[src/rtl/lte2p_pkg.sv]
// ----------------------------------------------------------------------------
// lte2p_pkg
// Shared widths, types and constants of the two-antenna transformed precoder.
// ----------------------------------------------------------------------------
package lte2p_pkg;

	localparam int SAMPLE_BITS = 16;
	localparam int FRAC        = SAMPLE_BITS - 1;
	localparam int PRESHIFT    = (SAMPLE_BITS > 16) ? SAMPLE_BITS - 16 : 0;
	localparam int SW          = SAMPLE_BITS + 1;
	localparam int PW          = SW - PRESHIFT;
	localparam int NW          = 2 * PW + 1;
	localparam int NORM_SHIFT  = 28;
	localparam int DW          = (NW + NORM_SHIFT + 1) / 2;
	localparam int RMW         = DW + 3;
	localparam int QW          = FRAC + 1;
	localparam int NUMW        = DW + QW;
	localparam int RND_SHIFT   = FRAC + 14;
	localparam int LANES       = 4;
	localparam int ENTRIES     = 8;

	localparam int IN_DATA_W   = ((ENTRIES * SAMPLE_BITS + 7) / 8) * 8;
	localparam int IN_USER_W   = 4;
	localparam int COL_LSB     = ENTRIES * SAMPLE_BITS;
	localparam int OUT_DATA_W  = ((ENTRIES * SAMPLE_BITS + 2 + 7) / 8) * 8;
	localparam int OUT_USER_W  = 2;

	typedef logic signed [SAMPLE_BITS-1:0] sample_t;

	typedef enum logic [1:0] {
		ST_OK        = 2'd0,
		ST_BAD_LAYER = 2'd1,
		ST_BAD_PMI   = 2'd2,
		ST_ZERO_NORM = 2'd3
	} status_t;

	typedef struct packed {
		logic [LANES-1:0]         neg;
		logic [LANES-1:0][PW-1:0] mag;
		status_t                  status;
		logic [1:0]               cols;
		logic                     cw_alt;
	} side_t;

	function automatic longint unsigned inv_sqrt2_calc();
		longint unsigned v;
		longint unsigned r;
		longint unsigned t;
		v = 64'd1 << (2 * FRAC - 1);
		r = 0;
		for (int b = 31; b >= 0; b--) begin
			t = r | (64'd1 << b);
			if (t * t <= v)
				r = t;
		end
		if (r * r + r < v)
			r = r + 1;
		return r;
	endfunction

	localparam logic [SAMPLE_BITS-1:0] INV_SQRT2 = SAMPLE_BITS'(inv_sqrt2_calc());
	localparam logic [SAMPLE_BITS-1:0] MAXV      = {1'b0, {FRAC{1'b1}}};
	localparam logic [SAMPLE_BITS-1:0] MINV      = {1'b1, {FRAC{1'b0}}};

endpackage

[src/rtl/lte2p_front.sv]
// ----------------------------------------------------------------------------
// lte2p_front
// Covariance transform, squares and norm sum with rank and index checks.
// ----------------------------------------------------------------------------
module lte2p_front (
	input  logic                                                      clk,
	input  logic                                                      arst_n,
	input  logic                                                      adv,
	input  logic                                                      in_valid,
	input  logic [lte2p_pkg::ENTRIES-1:0][lte2p_pkg::SAMPLE_BITS-1:0] cov,
	input  logic [1:0]                                                pmi,
	input  logic [1:0]                                                lay,
	output logic                                                      out_valid,
	output logic [lte2p_pkg::NW-1:0]                                  n,
	output lte2p_pkg::side_t                                          side
);

	localparam int SW = lte2p_pkg::SW;
	localparam int PW = lte2p_pkg::PW;
	localparam int NW = lte2p_pkg::NW;
	localparam int LN = lte2p_pkg::LANES;

	logic signed [SW-1:0] tre [2];
	logic signed [SW-1:0] tim [2];
	logic signed [SW-1:0] ure [2];
	logic signed [SW-1:0] uim [2];
	logic [LN-1:0][PW-1:0] u_d;
	lte2p_pkg::status_t    st_d;
	logic [1:0]            cols_d;

	logic                  vld_s1, vld_s2, vld_s3, vld_s4;
	logic [LN-1:0][PW-1:0] u_s1;
	lte2p_pkg::status_t    st_s1;
	logic [1:0]            cols_s1;
	logic                  cw_s1;

	logic signed [2*PW-1:0] prod [LN];
	logic [LN-1:0][2*PW-1:0] sq_s2;
	lte2p_pkg::side_t      side_s2, side_s3, side_s4;
	lte2p_pkg::side_t      side_d2;
	logic [NW-1:0]         ps_s3 [2];
	logic [NW-1:0]         n_s4;

	always_comb begin
		for (int r = 0; r < 2; r++) begin
			case (pmi)
				2'd0: begin
					tre[r] = SW'(lte2p_pkg::sample_t'(cov[4*r+2]));
					tim[r] = SW'(lte2p_pkg::sample_t'(cov[4*r+3]));
				end
				2'd1: begin
					tre[r] = -SW'(lte2p_pkg::sample_t'(cov[4*r+2]));
					tim[r] = -SW'(lte2p_pkg::sample_t'(cov[4*r+3]));
				end
				2'd2: begin
					tre[r] = -SW'(lte2p_pkg::sample_t'(cov[4*r+3]));
					tim[r] = SW'(lte2p_pkg::sample_t'(cov[4*r+2]));
				end
				default: begin
					tre[r] = SW'(lte2p_pkg::sample_t'(cov[4*r+3]));
					tim[r] = -SW'(lte2p_pkg::sample_t'(cov[4*r+2]));
				end
			endcase
			ure[r] = SW'(lte2p_pkg::sample_t'(cov[4*r])) + tre[r];
			uim[r] = SW'(lte2p_pkg::sample_t'(cov[4*r+1])) + tim[r];
			u_d[2*r]   = PW'(ure[r] >>> lte2p_pkg::PRESHIFT);
			u_d[2*r+1] = PW'(uim[r] >>> lte2p_pkg::PRESHIFT);
		end
		if (lay inside {[2'd2:2'd3]}) begin
			st_d   = lte2p_pkg::ST_BAD_LAYER;
			cols_d = 2'd0;
		end else if (lay == 2'd1) begin
			if (pmi inside {[2'd2:2'd3]}) begin
				st_d   = lte2p_pkg::ST_BAD_PMI;
				cols_d = 2'd0;
			end else begin
				st_d   = lte2p_pkg::ST_OK;
				cols_d = 2'd2;
			end
		end else begin
			st_d   = lte2p_pkg::ST_OK;
			cols_d = 2'd1;
		end
	end

	always_comb begin
		side_d2 = '0;
		for (int l = 0; l < LN; l++) begin
			prod[l]        = signed'(u_s1[l]) * signed'(u_s1[l]);
			side_d2.neg[l] = u_s1[l][PW-1];
			side_d2.mag[l] = u_s1[l][PW-1] ? -u_s1[l] : u_s1[l];
		end
		side_d2.status = st_s1;
		side_d2.cols   = cols_s1;
		side_d2.cw_alt = cw_s1;
	end

	always_ff @(posedge clk or negedge arst_n) begin
		if (!arst_n) begin
			vld_s1 <= 1'b0;
			vld_s2 <= 1'b0;
			vld_s3 <= 1'b0;
			vld_s4 <= 1'b0;
		end else if (adv) begin
			vld_s1 <= in_valid;
			vld_s2 <= vld_s1;
			vld_s3 <= vld_s2;
			vld_s4 <= vld_s3;
		end
	end

	always_ff @(posedge clk) begin
		if (adv) begin
			u_s1    <= u_d;
			st_s1   <= st_d;
			cols_s1 <= cols_d;
			cw_s1   <= pmi[0];
			for (int l = 0; l < LN; l++)
				sq_s2[l] <= (2*PW)'(prod[l]);
			side_s2  <= side_d2;
			ps_s3[0] <= NW'(sq_s2[0]) + NW'(sq_s2[1]);
			ps_s3[1] <= NW'(sq_s2[2]) + NW'(sq_s2[3]);
			side_s3  <= side_s2;
			n_s4     <= ps_s3[0] + ps_s3[1];
			side_s4  <= side_s3;
			if (side_s3.status == lte2p_pkg::ST_OK && side_s3.cols == 2'd1
					&& ps_s3[0] == '0 && ps_s3[1] == '0) begin
				side_s4.status <= lte2p_pkg::ST_ZERO_NORM;
				side_s4.cols   <= 2'd0;
			end
		end
	end

	assign out_valid = vld_s4;
	assign n         = n_s4;
	assign side      = side_s4;

endmodule

[config.mk]
export PLATFORM = sky130hd
export DESIGN_NAME = lte2p_front
export DESIGN_NICKNAME = d
export VERILOG_FILES = /design/src/rtl/lte2p_pkg.sv /design/src/rtl/lte2p_front.sv
export SDC_FILE = /design/constraint.sdc
export NUM_CORES = 2
export LEC_CHECK = 0
export ABC_AREA = 1
export BUFFER_PORTS_ARGS = -buffer_cell sky130_fd_sc_hd__buf_2
export CAP_MARGIN = 20
export CORE_ASPECT_RATIO = 0.8
export CORE_MARGIN = 10
export CORE_UTILIZATION = 60
export CTS_CLUSTER_SIZE = 12
export DETAILED_ROUTE_END_ITERATION = 7
export GPL_TIMING_DRIVEN = 0
export PLACE_DENSITY_LB_ADDON = 0.2
export RECOVER_POWER = 25
export SLEW_MARGIN = 30
export SYNTH_ARGS = -nofsm -noshare
export SYNTH_HDL_FRONTEND = slang
export SYNTH_SLANG_ARGS = --single-unit
[constraint.sdc]
create_clock -name clk -period 7.9 [get_ports clk]
set_input_delay 0.79 -clock clk [delete_from_list [all_inputs] [get_ports clk]]
set_output_delay 0.79 -clock clk [all_outputs]
set_load 0.01 [all_outputs]
==> impl_metrics.sql <==
INSERT INTO impl_metrics (metric_group, metric, value, unit) VALUES
('grt', 'initial_antenna_violation_count', '24', ''),
('route', 'postRouteAntennaNets', '0', ''),
('floorplanning', 'dieHeight', '332', 'um'),
('synth', 'synth_ff_type', 'sky130_fd_sc_hd__edfxtp_1', ''),
('synth', 'synth_top_area_cell', 'sky130_fd_sc_hd__fa_1', ''),
('floorplanning', 'initial_core_util', '0.604', ''),
('synth', 'post_synth_inst_count', '8603', ''),
('sta', 'report.final.setup_viol', '0', ''),
('route', 'drt_first_iter_violations', '5692', ''),
('min_path', 'min_path_type', 'in2reg', ''),
('worst_setup_path', 'worstSetupStartpointType', 'flip-flop', ''),
('finish', 'final_layout_size_suffix_gt1_frac', '0.0493', ''),
('min_path', 'min_path_cells', '3', ''),
('clock_network', 'clkSinkCount', '541', ''),
('synth', 'synth_sequential_area_ratio', '0.222', ''),
('worst_setup_path', 'path_max_fanout', '10', ''),
('grt', 'first_global_vias', '58900', ''),
('worst_setup_path', 'worstPathArrival', '7.98', 'ns'),
('route', 'wire_per_inst', '20.7', 'um'),
('synth', 'synth_async_sr_flop_share', '0.00739', ''),
('worst_setup_path', 'criticalPathCategory', 'reg2reg', ''),
('clock_network', 'cts-resized-gates', '0', ''),
('route', 'drt_wl_total', '220', 'mm'),
('finish', 'layout.nets', '10700', ''),
('finish', 'nFillCells', '10400', ''),
('route', 'firstDrtPassIters', '6', ''),
('floorplanning', 'ioPinCount', '249', ''),
('synth', 'synthesis.area', '73000', 'um2'),
('grt', 'grt_overflow_total', '0', ''),
('worst_setup_path', 'cpMaxStageDelayCell', 'sky130_fd_sc_hd__edfxtp_1', ''),
('route', 'route.detailed.vias_per_inst', '5.50', ''),
('run', 'cap_viol_max_count', '2', ''),
('placement', 'gp_routability_congestion', '1.00', ''),
('run_status', 'status', 'complete, but fails checks', ''),
('worst_setup_path', 'critPathCaptureType', 'flip-flop', ''),
('synth', 'synth.net_count', '10400', ''),
('sta', 'hold_viol_final', '0', ''),
('sta', 'fmax', '133', 'MHz'),
('worst_setup_path', 'reg2regPathDepth', '23', ''),
('synth', 'synthesis.yosys.warnings', '0', ''),
('placement', 'dpl.cell_count', '10500', ''),
('clock_network', 'cts-root-buf', 'sky130_fd_sc_hd__clkbuf_16', ''),
('sta', 'finalClockSkew', '0.0652', 'ns'),
('clock_network', 'clock_insertion_delay_worst_skew', '0.72', 'ns'),
('sta', 'fin_ws', '0.366', 'ns'),
('grt', 'global_route_wire_length_before_repair', '340', 'mm'),
('synth', 'synthesis.area_per_instance', '8.48', 'um2'),
('run_status', 'failed_checks', 'max-capacitance violations, max-slew violations', ''),
('worst_setup_path', 'ff2ff_setup_slack', '0.37', 'ns'),
('worst_setup_path', 'r2r-end', 'sq_s2[32]', ''),
('finish', 'finish.utilization', '0.648', ''),
('placement', 'port_buffers', '247', ''),
('synth', 'synth-edff-count', '537', ''),
('placement', 'dp_hpwl', '187', 'mm'),
('worst_setup_path', 'worst_r2r_startpoint', 'side_d2[73]', ''),
('sta', 'worst-slew-pin-transition', '4.85', 'ns'),
('synth', 'post-synth-top-count-cell', 'sky130_fd_sc_hd__inv_1', ''),
('grt', 'grt_use_total', '0.323', ''),
('floorplanning', 'floorplan.core_area', '121000', 'um2'),
('synth', 'ys_top_cells_by_area', 'sky130_fd_sc_hd__fa_1 (29%), sky130_fd_sc_hd__edfxtp_1 (22%), sky130_fd_sc_hd__inv_1 (11%)', ''),
('sta', 'slew_violations', '159', ''),
('sta', 'period_utilisation_layout', '0.954', ''),
('worst_setup_path', 'critical_path_required', '8.35', 'ns'),
('synth', 'synthDistinctLibCells', '58', ''),
('sta', 'final_period_minus_worst_setup_slack', '7.53', 'ns'),
('placement', 'preCtsSetupSlack', '0.533', 'ns'),
('synth', 'post-synth-top-area-fraction', '0.294', ''),
('floorplanning', 'std_cell_rows', '114', ''),
('route', 'via_count', '58200', ''),
('synth', 'ys_ff_latch', '541', ''),
('clock_network', 'cts_max_level', '2', '');
-- what timing repair did --
action,4_1_cts,5_1_grt
hold buffers,1,0
setup buffers,0,0
hold endpoints to repair,4,0
-- cells by family (layout without fill, tap and decap cells) --
kind of cell,after synthesis,in the layout,share of synthesized area
compound gates,814,814,0.0624
other cells,0,3,0
fa+ha+maj,1617,1617,0.387
buf+inv,2369,2726,0.123
simple gates,2943,2943,0.166
xor+xnor,318,318,0.0382
mux,1,1,0.000154
flops,541,541,0.222
-- critical path, delay by kind of cell (launching register included) --
kind | cells | cell delay, ns
adder cells (fa/ha/maj) | 7 | 3.69
buffers and inverters | 9 | 1.64
flip-flops | 1 | 0.73
AND/OR/NAND/NOR | 7 | 1.21
-- cells in the final DEF (no fill, tap or decap), types with 13 or more instances in the layout --
master                      synthesis  routed
sky130_fd_sc_hd__xnor2_1           57      57
sky130_fd_sc_hd__a21o_1            26      26
sky130_fd_sc_hd__nand4_1           69      69
sky130_fd_sc_hd__nor3_1            61      61
sky130_fd_sc_hd__nand2_1         1823    1823
sky130_fd_sc_hd__buf_2             26     269
sky130_fd_sc_hd__xor2_1           261     261
sky130_fd_sc_hd__or2_2             16      16
sky130_fd_sc_hd__nand3_1          355     355
sky130_fd_sc_hd__a21oi_1          339     339
sky130_fd_sc_hd__clkbuf_16          0      61
sky130_fd_sc_hd__fa_1            1070    1070
sky130_fd_sc_hd__o21ai_0          274     274
sky130_fd_sc_hd__inv_1           2168    2168
sky130_fd_sc_hd__buf_1             36      36
sky130_fd_sc_hd__clkbuf_1         114     128
sky130_fd_sc_hd__nand3b_1          13      13
sky130_fd_sc_hd__edfxtp_1         537     537
sky130_fd_sc_hd__nor2_1           531     531
sky130_fd_sc_hd__a21boi_0          16      16
sky130_fd_sc_hd__ha_1             547     547
sky130_fd_sc_hd__o21bai_1          52      52
sky130_fd_sc_hd__nor4_1            26      26
-- how the worst max path moves through the flow --
stage / startpoint / to / cells past startpoint
after global placement: adv / side_s3[19] / 1
after CTS: side_d2[73] / sq_s2[32] / 23
after global routing: side_d2[73] / sq_s2[32] / 23
after floorplan: side_d2[73] / sq_s2[32] / 23
after detailed placement: side_d2[73] / sq_s2[32] / 23
final: side_d2[73] / sq_s2[32] / 23
-- layer usage --
| layer | GRT usage | vias to the layer above | wire length [um] |
|---|---|---|---|
| li1 | - | 26900 | - |
| met1 | 0.466 | 28200 | 94400 |
| met2 | 0.488 | 2656 | 94700 |
| met3 | 0.0719 | 394 | 22800 |
| met4 | 0.0951 | 20 | 7470 |
| met5 | 0 | - | 138 |
-- sequential cells by signal, indices dropped and copies added (netlist names), 2 cells and up --
name	count
cols_s1	2
n	35
ps_s3	70
side	77
side_d2	4
side_s2	73
side_s3	77
sq_s2	132
st_s1	2
u_s1	64
-- per-stage QoR --
stage	TNS, ns	hold WS, ns	instance area (um2)
after floorplan	0	0.400	73000
after global placement	-1046.44	0.400	76200
after detailed placement	0	0.405	76400
after CTS	0	0.273	78400
after global routing	0	0.314	78300
final	0	0.330	78300
-- cell type report --
| class | instances | area, um2 | share of cell area |
|---|---|---|---|
| multi-input combinational | 5693 | 47700 | 0.609 |
| clock buffer | 71 | 1580 | 0.0202 |
| antenna | 3 | 7.51 | 0.0000959 |
| timing repair buffer | 254 | 1360 | 0.0174 |
| tap | 1624 | 2030 | 0.0259 |
| inverter | 2182 | 8190 | 0.105 |
| sequential | 541 | 16200 | 0.207 |
| clock inverter | 32 | 379 | 0.00484 |
| buffer | 187 | 813 | 0.0104 |
Power is left out: the tool's default activity adds up to more than one toggle a clock period on the data nets, which glitch-free logic cannot reach.
